**src/sv/b64lw_pkg.sv**
```systemverilog
// Shared types, constants and the Base64 alphabet for the line-wrapping encoder.
// No dependencies.
package b64lw_pkg;

  localparam int CHAR_W     = 7;
  localparam int BYTE_W     = 8;
  localparam int SEXTET_W   = 6;
  localparam int LINE_W     = 8;
  localparam int MAX_CHARS  = 6;
  localparam int CNT_W      = 3;
  localparam int Q_DEPTH    = 4;
  localparam int Q_AW       = 2;
  localparam int CFG_IDX_W  = 1;
  localparam int CFG_DATA_W = 8;

  localparam logic [LINE_W-1:0] LINE_BYTES_RST = 8'd57;

  localparam logic [CHAR_W-1:0] CH_PAD = 7'd61;
  localparam logic [CHAR_W-1:0] CH_CR  = 7'd13;
  localparam logic [CHAR_W-1:0] CH_LF  = 7'd10;

  typedef enum logic [CFG_IDX_W-1:0] {
    CFG_WRAP_ENABLE = 1'b0,
    CFG_LINE_BYTES  = 1'b1
  } cfg_idx_t;

  typedef enum logic [1:0] {
    PH_0 = 2'd0,
    PH_1 = 2'd1,
    PH_2 = 2'd2
  } phase_t;

  // One queued request: up to six characters caused by one input byte.
  typedef struct packed {
    logic [MAX_CHARS-1:0][CHAR_W-1:0] chars;
    logic [CNT_W-1:0]                 last_idx;
    logic                             msg_last;
  } job_t;

  typedef struct packed {
    logic full;
    logic empty;
  } q_stat_t;

  function automatic logic [CHAR_W-1:0] b64_char(input logic [SEXTET_W-1:0] v);
    logic [CHAR_W-1:0] v7;
    logic [CHAR_W-1:0] ch;
    v7 = {1'b0, v};
    if (v < 6'd26)      ch = 7'd65 + v7;
    else if (v < 6'd52) ch = 7'd71 + v7;
    else if (v < 6'd62) ch = v7 - 7'd4;
    else if (v == 6'd62) ch = 7'd43;
    else                ch = 7'd47;
    return ch;
  endfunction

endpackage

```
**src/sv/b64lw_stream_if.sv**
```systemverilog
// Valid/ready stream interfaces for the input bytes and the output characters.
// Depends on b64lw_pkg.
interface b64lw_in_if;
  import b64lw_pkg::*;
  logic              valid;
  logic              ready;
  logic [BYTE_W-1:0] data_byte;
  logic              last_byte;
  modport source (output valid, data_byte, last_byte, input ready);
  modport sink   (input valid, data_byte, last_byte, output ready);
endinterface

interface b64lw_out_if;
  import b64lw_pkg::*;
  logic              valid;
  logic              ready;
  logic [CHAR_W-1:0] out_char;
  logic              run_last;
  logic              message_end;
  modport source (output valid, out_char, run_last, message_end, input ready);
  modport sink   (input valid, out_char, run_last, message_end, output ready);
endinterface

```
**src/sv/b64lw_front.sv**
```systemverilog
// Front end: config registers, byte intake, group/line state and request build.
// Depends on b64lw_pkg and b64lw_stream_if.
module b64lw_front
  import b64lw_pkg::*;
(
  input  logic                  clk,
  input  logic                  rst_n,
  input  logic                  cfg_we,
  input  logic [CFG_IDX_W-1:0]  cfg_index,
  input  logic [CFG_DATA_W-1:0] cfg_wdata,
  b64lw_in_if.sink              in_ch,
  input  q_stat_t               q_stat,
  output logic                  q_push,
  output job_t                  q_job
);

  logic              wrap_enable_r;
  logic [LINE_W-1:0] line_bytes_r;
  phase_t            phase_r, phase_nxt;
  logic [SEXTET_W-1:0] carry_r, carry_nxt;
  logic [LINE_W-1:0] line_count_r, line_count_nxt;

  logic [BYTE_W-1:0]   b;
  logic                last;
  logic [LINE_W-1:0]   lc_inc;
  logic                hit;
  logic [CNT_W-1:0]    n;
  logic [MAX_CHARS-1:0][CHAR_W-1:0] chars;
  phase_t              grp_phase;
  logic [SEXTET_W-1:0] grp_carry;

  assign in_ch.ready = !q_stat.full;
  assign q_push      = in_ch.valid && !q_stat.full;
  assign b           = in_ch.data_byte;
  assign last        = in_ch.last_byte;
  assign lc_inc      = line_count_r + 8'd1;
  assign hit         = (lc_inc == line_bytes_r);

  always_comb begin
    chars     = '0;
    n         = '0;
    grp_phase = PH_0;
    grp_carry = '0;
    unique case (phase_r)
      PH_0: begin
        chars[0]  = b64_char(b[7:2]);
        grp_carry = {b[1:0], 4'b0000};
        grp_phase = PH_1;
        n         = 3'd1;
      end
      PH_1: begin
        chars[0]  = b64_char(carry_r | {2'b00, b[7:4]});
        grp_carry = {b[3:0], 2'b00};
        grp_phase = PH_2;
        n         = 3'd1;
      end
      default: begin
        chars[0] = b64_char(carry_r | {4'b0000, b[7:6]});
        chars[1] = b64_char(b[5:0]);
        n        = 3'd2;
      end
    endcase
    if (hit && wrap_enable_r && !last) begin
      chars[n] = CH_CR;
      n        = n + 3'd1;
      chars[n] = CH_LF;
      n        = n + 3'd1;
    end
    if (last) begin
      if (grp_phase != PH_0) begin
        chars[n] = b64_char(grp_carry);
        n        = n + 3'd1;
        if (grp_phase == PH_1) begin
          chars[n] = CH_PAD;
          n        = n + 3'd1;
        end
        chars[n] = CH_PAD;
        n        = n + 3'd1;
      end
      if (wrap_enable_r) begin
        chars[n] = CH_CR;
        n        = n + 3'd1;
        chars[n] = CH_LF;
        n        = n + 3'd1;
      end
    end
    q_job.chars    = chars;
    q_job.last_idx = n - 3'd1;
    q_job.msg_last = last;
  end

  always_comb begin
    if (last) begin
      phase_nxt      = PH_0;
      carry_nxt      = '0;
      line_count_nxt = '0;
    end else begin
      phase_nxt      = grp_phase;
      carry_nxt      = grp_carry;
      line_count_nxt = hit ? '0 : lc_inc;
    end
  end

  always_ff @(posedge clk) begin
    if (!rst_n) begin
      wrap_enable_r <= 1'b1;
      line_bytes_r  <= LINE_BYTES_RST;
      phase_r       <= PH_0;
      carry_r       <= '0;
      line_count_r  <= '0;
    end else begin
      if (cfg_we) begin
        unique case (cfg_idx_t'(cfg_index))
          CFG_WRAP_ENABLE: wrap_enable_r <= cfg_wdata[0];
          CFG_LINE_BYTES:  line_bytes_r  <= cfg_wdata[LINE_W-1:0];
        endcase
      end
      if (q_push) begin
        phase_r      <= phase_nxt;
        carry_r      <= carry_nxt;
        line_count_r <= line_count_nxt;
      end
    end
  end

endmodule

```
**src/sv/b64lw_queue.sv**
```systemverilog
// Short FIFO of character requests between front and back end.
// Depends on b64lw_pkg.
module b64lw_queue
  import b64lw_pkg::*;
(
  input  logic    clk,
  input  logic    rst_n,
  input  logic    push,
  input  job_t    push_job,
  input  logic    pop,
  output job_t    head,
  output q_stat_t stat
);

  job_t              entries_r [Q_DEPTH];
  logic [Q_AW-1:0]   wr_ptr_r, rd_ptr_r;
  logic [Q_AW:0]     count_r, count_nxt;

  assign stat.full  = (count_r == (Q_AW+1)'(Q_DEPTH));
  assign stat.empty = (count_r == '0);
  assign head       = entries_r[rd_ptr_r];

  always_comb begin
    count_nxt = count_r;
    if (push && !pop)      count_nxt = count_r + 1'b1;
    else if (pop && !push) count_nxt = count_r - 1'b1;
  end

  always_ff @(posedge clk) begin
    if (push) begin
      entries_r[wr_ptr_r] <= push_job;
    end
  end

  always_ff @(posedge clk) begin
    if (!rst_n) begin
      wr_ptr_r <= '0;
      rd_ptr_r <= '0;
      count_r  <= '0;
    end else begin
      if (push) wr_ptr_r <= wr_ptr_r + 1'b1;
      if (pop)  rd_ptr_r <= rd_ptr_r + 1'b1;
      count_r <= count_nxt;
    end
  end

endmodule

```
**src/sv/b64lw_back.sv**
```systemverilog
// Back end: walks the head request one character a cycle, while the output is not stalled, into the output register.
// Depends on b64lw_pkg and b64lw_stream_if.
module b64lw_back
  import b64lw_pkg::*;
(
  input  logic      clk,
  input  logic      rst_n,
  input  job_t      head,
  input  q_stat_t   q_stat,
  output logic      pop,
  b64lw_out_if.source out_ch
);

  logic [CNT_W-1:0]  idx_r;
  logic              out_valid_r;
  logic [CHAR_W-1:0] out_char_r;
  logic              run_last_r;
  logic              message_end_r;
  logic              load;
  logic              at_end;

  assign load   = !q_stat.empty && (!out_valid_r || out_ch.ready);
  assign at_end = (idx_r == head.last_idx);
  assign pop    = load && at_end;

  assign out_ch.valid       = out_valid_r;
  assign out_ch.out_char    = out_char_r;
  assign out_ch.run_last    = run_last_r;
  assign out_ch.message_end = message_end_r;

  always_ff @(posedge clk) begin
    if (load) begin
      out_char_r    <= head.chars[idx_r];
      run_last_r    <= at_end;
      message_end_r <= at_end && head.msg_last;
    end
  end

  always_ff @(posedge clk) begin
    if (!rst_n) begin
      out_valid_r <= 1'b0;
      idx_r       <= '0;
    end else begin
      if (load) begin
        out_valid_r <= 1'b1;
        idx_r       <= at_end ? '0 : idx_r + 3'd1;
      end else if (out_ch.ready) begin
        out_valid_r <= 1'b0;
      end
    end
  end

endmodule

```
**src/sv/base64_line_wrapping_encoder_unit.sv**
```systemverilog
// Channel  Dir  Handshake          Payload
// in_ch    in   valid/ready        data_byte[7:0], last_byte
// out_ch   out  valid/ready        out_char[6:0], run_last, message_end
// cfg      in   cfg_we (write)     cfg_index[0], cfg_wdata[7:0]
// Each byte becomes a request of 1 to 6 characters, queued 4 deep.
// A byte is taken in the cycle it arrives while the queue has room.
// The output register sends one character a cycle while out_ch is ready.
// Synchronous active-low reset; no clearing pass. Either side may stall.
// Top level of the Base64 line-wrapping encoder: front, queue, back.
// Depends on b64lw_pkg, b64lw_stream_if, b64lw_front, b64lw_queue, b64lw_back.
module base64_line_wrapping_encoder_unit
  import b64lw_pkg::*;
(
  input  logic                  clk,
  input  logic                  rst_n,
  input  logic                  cfg_we,
  input  logic [CFG_IDX_W-1:0]  cfg_index,
  input  logic [CFG_DATA_W-1:0] cfg_wdata,
  b64lw_in_if.sink              in_ch,
  b64lw_out_if.source           out_ch
);

  q_stat_t q_stat;
  logic    q_push;
  logic    q_pop;
  job_t    q_job;
  job_t    q_head;

  b64lw_front u_front (
    .clk       (clk),
    .rst_n     (rst_n),
    .cfg_we    (cfg_we),
    .cfg_index (cfg_index),
    .cfg_wdata (cfg_wdata),
    .in_ch     (in_ch),
    .q_stat    (q_stat),
    .q_push    (q_push),
    .q_job     (q_job)
  );

  b64lw_queue u_queue (
    .clk      (clk),
    .rst_n    (rst_n),
    .push     (q_push),
    .push_job (q_job),
    .pop      (q_pop),
    .head     (q_head),
    .stat     (q_stat)
  );

  b64lw_back u_back (
    .clk    (clk),
    .rst_n  (rst_n),
    .head   (q_head),
    .q_stat (q_stat),
    .pop    (q_pop),
    .out_ch (out_ch)
  );

`ifndef ASSERT_OFF
  a_no_push_full: assert property (@(posedge clk) disable iff (!rst_n)
    q_push |-> !q_stat.full)
    else $error("push into full queue");

  a_no_pop_empty: assert property (@(posedge clk) disable iff (!rst_n)
    q_pop |-> !q_stat.empty)
    else $error("pop from empty queue");

  a_end_is_run_last: assert property (@(posedge clk) disable iff (!rst_n)
    (out_ch.valid && out_ch.message_end) |-> out_ch.run_last)
    else $error("message end without run end");

  a_req_len: assert property (@(posedge clk) disable iff (!rst_n)
    q_push |-> (q_job.last_idx < 3'(MAX_CHARS)))
    else $error("request longer than six characters");
`endif

endmodule

```
**src/flat_wrapper.sv**
```systemverilog
// flat-port wrapper written by rule: the top's interface ports become plain ports
module base64_line_wrapping_encoder_unit_flat import b64lw_pkg::*;
  (clk, rst_n, cfg_we, cfg_index, cfg_wdata, in_ch_valid, in_ch_data_byte, in_ch_last_byte, in_ch_ready, out_ch_valid, out_ch_out_char, out_ch_run_last, out_ch_message_end, out_ch_ready);
  b64lw_in_if in_ch_i ();
  b64lw_out_if out_ch_i ();
  input  logic clk;
  input  logic rst_n;
  input  logic cfg_we;
  input  logic [CFG_IDX_W-1:0] cfg_index;
  input  logic [CFG_DATA_W-1:0] cfg_wdata;
  input wire logic [$bits(in_ch_i.valid)-1:0] in_ch_valid;
  input wire logic [$bits(in_ch_i.data_byte)-1:0] in_ch_data_byte;
  input wire logic [$bits(in_ch_i.last_byte)-1:0] in_ch_last_byte;
  output wire logic [$bits(in_ch_i.ready)-1:0] in_ch_ready;
  output wire logic [$bits(out_ch_i.valid)-1:0] out_ch_valid;
  output wire logic [$bits(out_ch_i.out_char)-1:0] out_ch_out_char;
  output wire logic [$bits(out_ch_i.run_last)-1:0] out_ch_run_last;
  output wire logic [$bits(out_ch_i.message_end)-1:0] out_ch_message_end;
  input wire logic [$bits(out_ch_i.ready)-1:0] out_ch_ready;
  assign in_ch_i.valid = in_ch_valid;
  assign in_ch_i.data_byte = in_ch_data_byte;
  assign in_ch_i.last_byte = in_ch_last_byte;
  assign in_ch_ready = in_ch_i.ready;
  assign out_ch_valid = out_ch_i.valid;
  assign out_ch_out_char = out_ch_i.out_char;
  assign out_ch_run_last = out_ch_i.run_last;
  assign out_ch_message_end = out_ch_i.message_end;
  assign out_ch_i.ready = out_ch_ready;
  base64_line_wrapping_encoder_unit u_core (.clk(clk), .rst_n(rst_n), .cfg_we(cfg_we), .cfg_index(cfg_index), .cfg_wdata(cfg_wdata), .in_ch(in_ch_i), .out_ch(out_ch_i));
endmodule
```
**config.mk**
```make
export PLATFORM = sky130hd
export DESIGN_NAME = base64_line_wrapping_encoder_unit_flat
export DESIGN_NICKNAME = d
export VERILOG_FILES = /design/src/sv/b64lw_pkg.sv /design/src/sv/b64lw_stream_if.sv /design/src/sv/b64lw_front.sv /design/src/sv/b64lw_queue.sv /design/src/sv/b64lw_back.sv /design/src/sv/base64_line_wrapping_encoder_unit.sv /design/src/flat_wrapper.sv
export SDC_FILE = /design/constraint.sdc
export NUM_CORES = 1
export LEC_CHECK = 0
export BUFFER_PORTS_ARGS = -buffer_cell sky130_fd_sc_hd__buf_4
export CAP_MARGIN = 20
export CELL_PAD_IN_SITES_DETAIL_PLACEMENT = 1
export CELL_PAD_IN_SITES_GLOBAL_PLACEMENT = 1
export CORE_ASPECT_RATIO = 0.7
export CORE_MARGIN = 2
export CORE_UTILIZATION = 30
export CTS_BUF_LIST = sky130_fd_sc_hd__clkbuf_4 sky130_fd_sc_hd__clkbuf_8
export DETAILED_ROUTE_END_ITERATION = 12
export PLACE_DENSITY_LB_ADDON = 0.1
export SYNTH_ARGS = -nofsm -noshare
export SYNTH_HDL_FRONTEND = slang
export SYNTH_SLANG_ARGS = --single-unit
```
**constraint.sdc**
```tcl
create_clock -name clk -period 10.4 [get_ports clk]
set_input_delay 1.04 -clock clk [delete_from_list [all_inputs] [get_ports clk]]
set_output_delay 1.04 -clock clk [all_outputs]
set_load 0.02 [all_outputs]
```
==> flow_metrics.tcl <==
set metrics [dict create \
    setup-tns-final_ns 0 \
    worst-path-buf-inv 3 \
    maxCapViolCount 0 \
    synth-compound-area-share 0.134 \
    finalSetupViolCount 0 \
    cp.required_ns 10.58 \
    grt_pass1_vias 8757 \
    syn_inst 1025 \
    synthArstFlopShare 0 \
    placementRows 61 \
    cp_slowest_cell "a2111oi_0" \
    rsz0062_at_grt "false" \
    synth_top_area_cell "edfxtp_1" \
    yosys-top-cells-count "edfxtp_1, nand2_1, nor2_1" \
    drcViolationCount 0 \
    syn_avg_cell_area_sq_um 11.9 \
    via_per_inst 5.33 \
    dp_hpwl_mm 25.0 \
    path_max_fanout 12 \
    diodes 0 \
    fin_nets 1107 \
    cts_setup_buffers 0 \
    cts_hold_buf 0 \
    antenna_found_initial 0 \
    avgRoutedWirePerCell_um 22.6 \
    cts_tree "done" \
    max_stage_delay_ns 0.90 \
    synth_xor_area_frac 0.0236 \
    max_slew_margin 0.290 \
    muxShareOfSynthArea 0.112 \
    crit_path_cell_trace "ha_1, nand3_2, o21ai_0, nand4_1, nor4_2, nand3_1, inv_1, ha_1, inv_1, a21oi_1, o21ai_0, inv_1, ha_1, nand2b_1, nor4b_2, a2111oi_0" \
    worstSetupEndpointType "flop" \
    dpl-instance-area_sq_um 13000 \
    grt_usage 0.174 \
    cts-root-buf "clkbuf_8" \
    ioPinCount 34 \
    fill_cells 4362 \
    path_delay_family "simple AND/OR/NAND/NOR gates" \
    port_buffers 33 \
    timing.final.crit_share 0.577 \
    clk_pin_slew_ns 0.06 \
    syn_to_final_growth_pct 12.8 \
    synthFlopType "edfxtp_1" \
    seq_area_frac_synth 0.532 \
    synth-edff-count 193 \
    cts_sinks 229 \
    synth_area_leaders "edfxtp_1, mux4_2, dfxtp_1, ha_1, nand2_1" \
    status "completed" \
    arrival_ns 6.18 \
    multi_input_area_sq_um 5320 \
    p_int_uw 1940 \
    crit_type "reg -> reg" \
    ys_ff_latch 229 \
    synth_top_area_frac 0.473 \
    hold_class "reg -> reg" \
    clock_power_share 0.298 \
    tightest_slew_ns 1.04 \
    pwr-share-seq 0.436 \
    regArea_sq_um 6520 \
    vdd_ir_drop_max_uv 162 \
    overflow 0 \
    grt_pass1_wl_mm 56.5 \
    comb_power_share 0.267 \
    clk_latency_ns 0.56 \
    place_inst 1537 \
    p_sw_frac 0.318 \
    finalHoldViolations 0 \
    drtPass1Iterations 5 \
    maxSlewViolCount 0 \
    dieArea_sq_um 42500 \
    fmax_mhz 167 \
    cts_buffer_depth 3 \
    ys_warn_count 0 \
    yosysUniqueCellTypes 75 \
    chipHeight_um 173 \
    cts_buffers 40 \
    fin_area_sq_um 13800 \
    synth_area_sq_um 12200 \
    layout_min_cycle_time_ns 6.00 \
    powerDensity_nw_per_um2 206 \
    routed_wirelength_mm 36.5 \
    synthAdderAreaFrac 0.0421 \
    grt_max_degree 47 \
    die_x_um 246 \
    ant_nets 0 \
    place_congestion 0.803 \
    synth_top_family_by_area "compound AO/OA/AOI/OAI gates" \
    leakage_uw 0.00479 \
    num_vias 8588 \
    finalClockSkew_ns 0.0345 \
    drive_above_1_share 0.170 \
    synth_nets 1088 \
    core-area_sq_um 40000 \
    start_util 0.306 \
    first_iter_violations 573 \
    htreeDepth 2 \
    fin_cells 1611 \
    cts-resized-gates 0 \
    startpoint_type "flop" \
    yosysMostFrequentCell "edfxtp_1" \
    synthSimpleGateAreaFrac 0.121 \
    netSwitchingPower_uw 903 \
]
## final timing paths
check	startpoint	to	slack [ns]	cells past startpoint
worst max-delay path	u_core.u_front.line_count_r[0]$_SDFFE_PN0P_	u_core.u_queue.entries_r[0][43]$_DFFE_PP_	4.40	16
worst min-delay path	u_core.u_back.out_ch.valid$_SDFFE_PN0P_	u_core.u_back.out_ch.valid$_SDFFE_PN0P_	0.48	2
worst max register to register	u_core.u_front.line_count_r[0]$_SDFFE_PN0P_	u_core.u_queue.entries_r[0][43]$_DFFE_PP_	4.40	16
worst min register to register	u_core.u_back.out_ch.valid$_SDFFE_PN0P_	u_core.u_back.out_ch.valid$_SDFFE_PN0P_	0.48	2
## layout by cell type, fill, tap and decap left out, drive strengths merged, types with 7 or more instances in the layout
| master | instances |
|---|---|
| edfxtp | 193 |
| o21ai | 55 |
| mux2i | 15 |
| nor2 | 65 |
| a311oi | 7 |
| o211ai | 10 |
| a21oi | 50 |
| ha | 38 |
| nor2b | 16 |
| nand2b | 8 |
| mux4 | 53 |
| o22ai | 13 |
| nor3 | 23 |
| nand2 | 87 |
| inv | 46 |
| and2 | 17 |
| and3 | 10 |
| clkbuf | 52 |
| a21o | 7 |
| a211oi | 13 |
| a21boi | 11 |
| clkinv | 19 |
| xor2 | 13 |
| dfxtp | 36 |
| buf | 43 |
| xnor2 | 20 |
| nand3 | 34 |
| nor4 | 8 |
| a31oi | 13 |
## registers in the layout, indices dropped and copies added (netlist names), named ones only
| register | flops |
|---|---|
| u_core.u_queue.entries_r | 184 |
| u_core.u_front.line_bytes_r | 8 |
| u_core.u_front.line_count_r | 8 |
| u_core.u_back.out_ch.out_char | 7 |
| u_core.u_front.carry_r | 4 |
| u_core.u_back.idx_r | 3 |
| u_core.u_queue.count_r | 3 |
| u_core.u_front.phase_r | 2 |
| u_core.u_queue.rd_ptr_r | 2 |
| u_core.u_queue.wr_ptr_r | 2 |
| u_core.u_back.out_ch.message_end | 1 |
| u_core.u_back.out_ch.run_last | 1 |
| u_core.u_back.out_ch.valid | 1 |
| u_core.u_front.wrap_enable_r | 1 |
## final cells by class
cell class	instances	area share
clock inverters	22	0.0123
repair buffers	43	0.0234
multi-input cells	685	0.385
inverters	45	0.0122
flip-flops and latches	229	0.472
well taps	535	0.0485
clock buffers	52	0.0468
## metrics by stage
stage	util	hold WS [ns]	worst slack, ns	power (uW)
6_report	0.345	0.479	4.40	2840
5_1_grt	0.345	0.512	3.66	3000
4_1_cts	0.345	0.486	4.40	2880
3_5_place_dp	0.325	0.477	4.48	2020
3_3_place_gp	0.325	0.469	4.67	2020
2_1_floorplan	-	0.455	5.72	1750
## power groups by stage
stage,Sequential [uW],Clock (uW),Combinational [uW]
CTS,1240,873,768
global route,1260,917,828
detailed placement,1260,0,767
global placement,1260,0,769
finish,1240,846,757
floorplan,1240,0,504
## per-layer routing
metal,wire length [um],global-route usage
met1,19300,0.276
met2,15000,0.240
met3,1700,0.0371
met4,467,0.0361
met5,0,0
## tightest hold or removal path: stages, from the launching register on
cell and delay [ns]:
dfxtp_1 0.32, nand2_1 0.05, a21boi_0 0.06
## kinds of logic (layout without fill, tap and decap cells)
kind of cell,count (synthesis),after routing
flops,229,229
xor+xnor,33,33
mux,70,70
simple gates,297,297
fa+ha+maj,40,40
buf+inv,111,162
compound gates,245,245
Power figures use the tool's default switching activity.
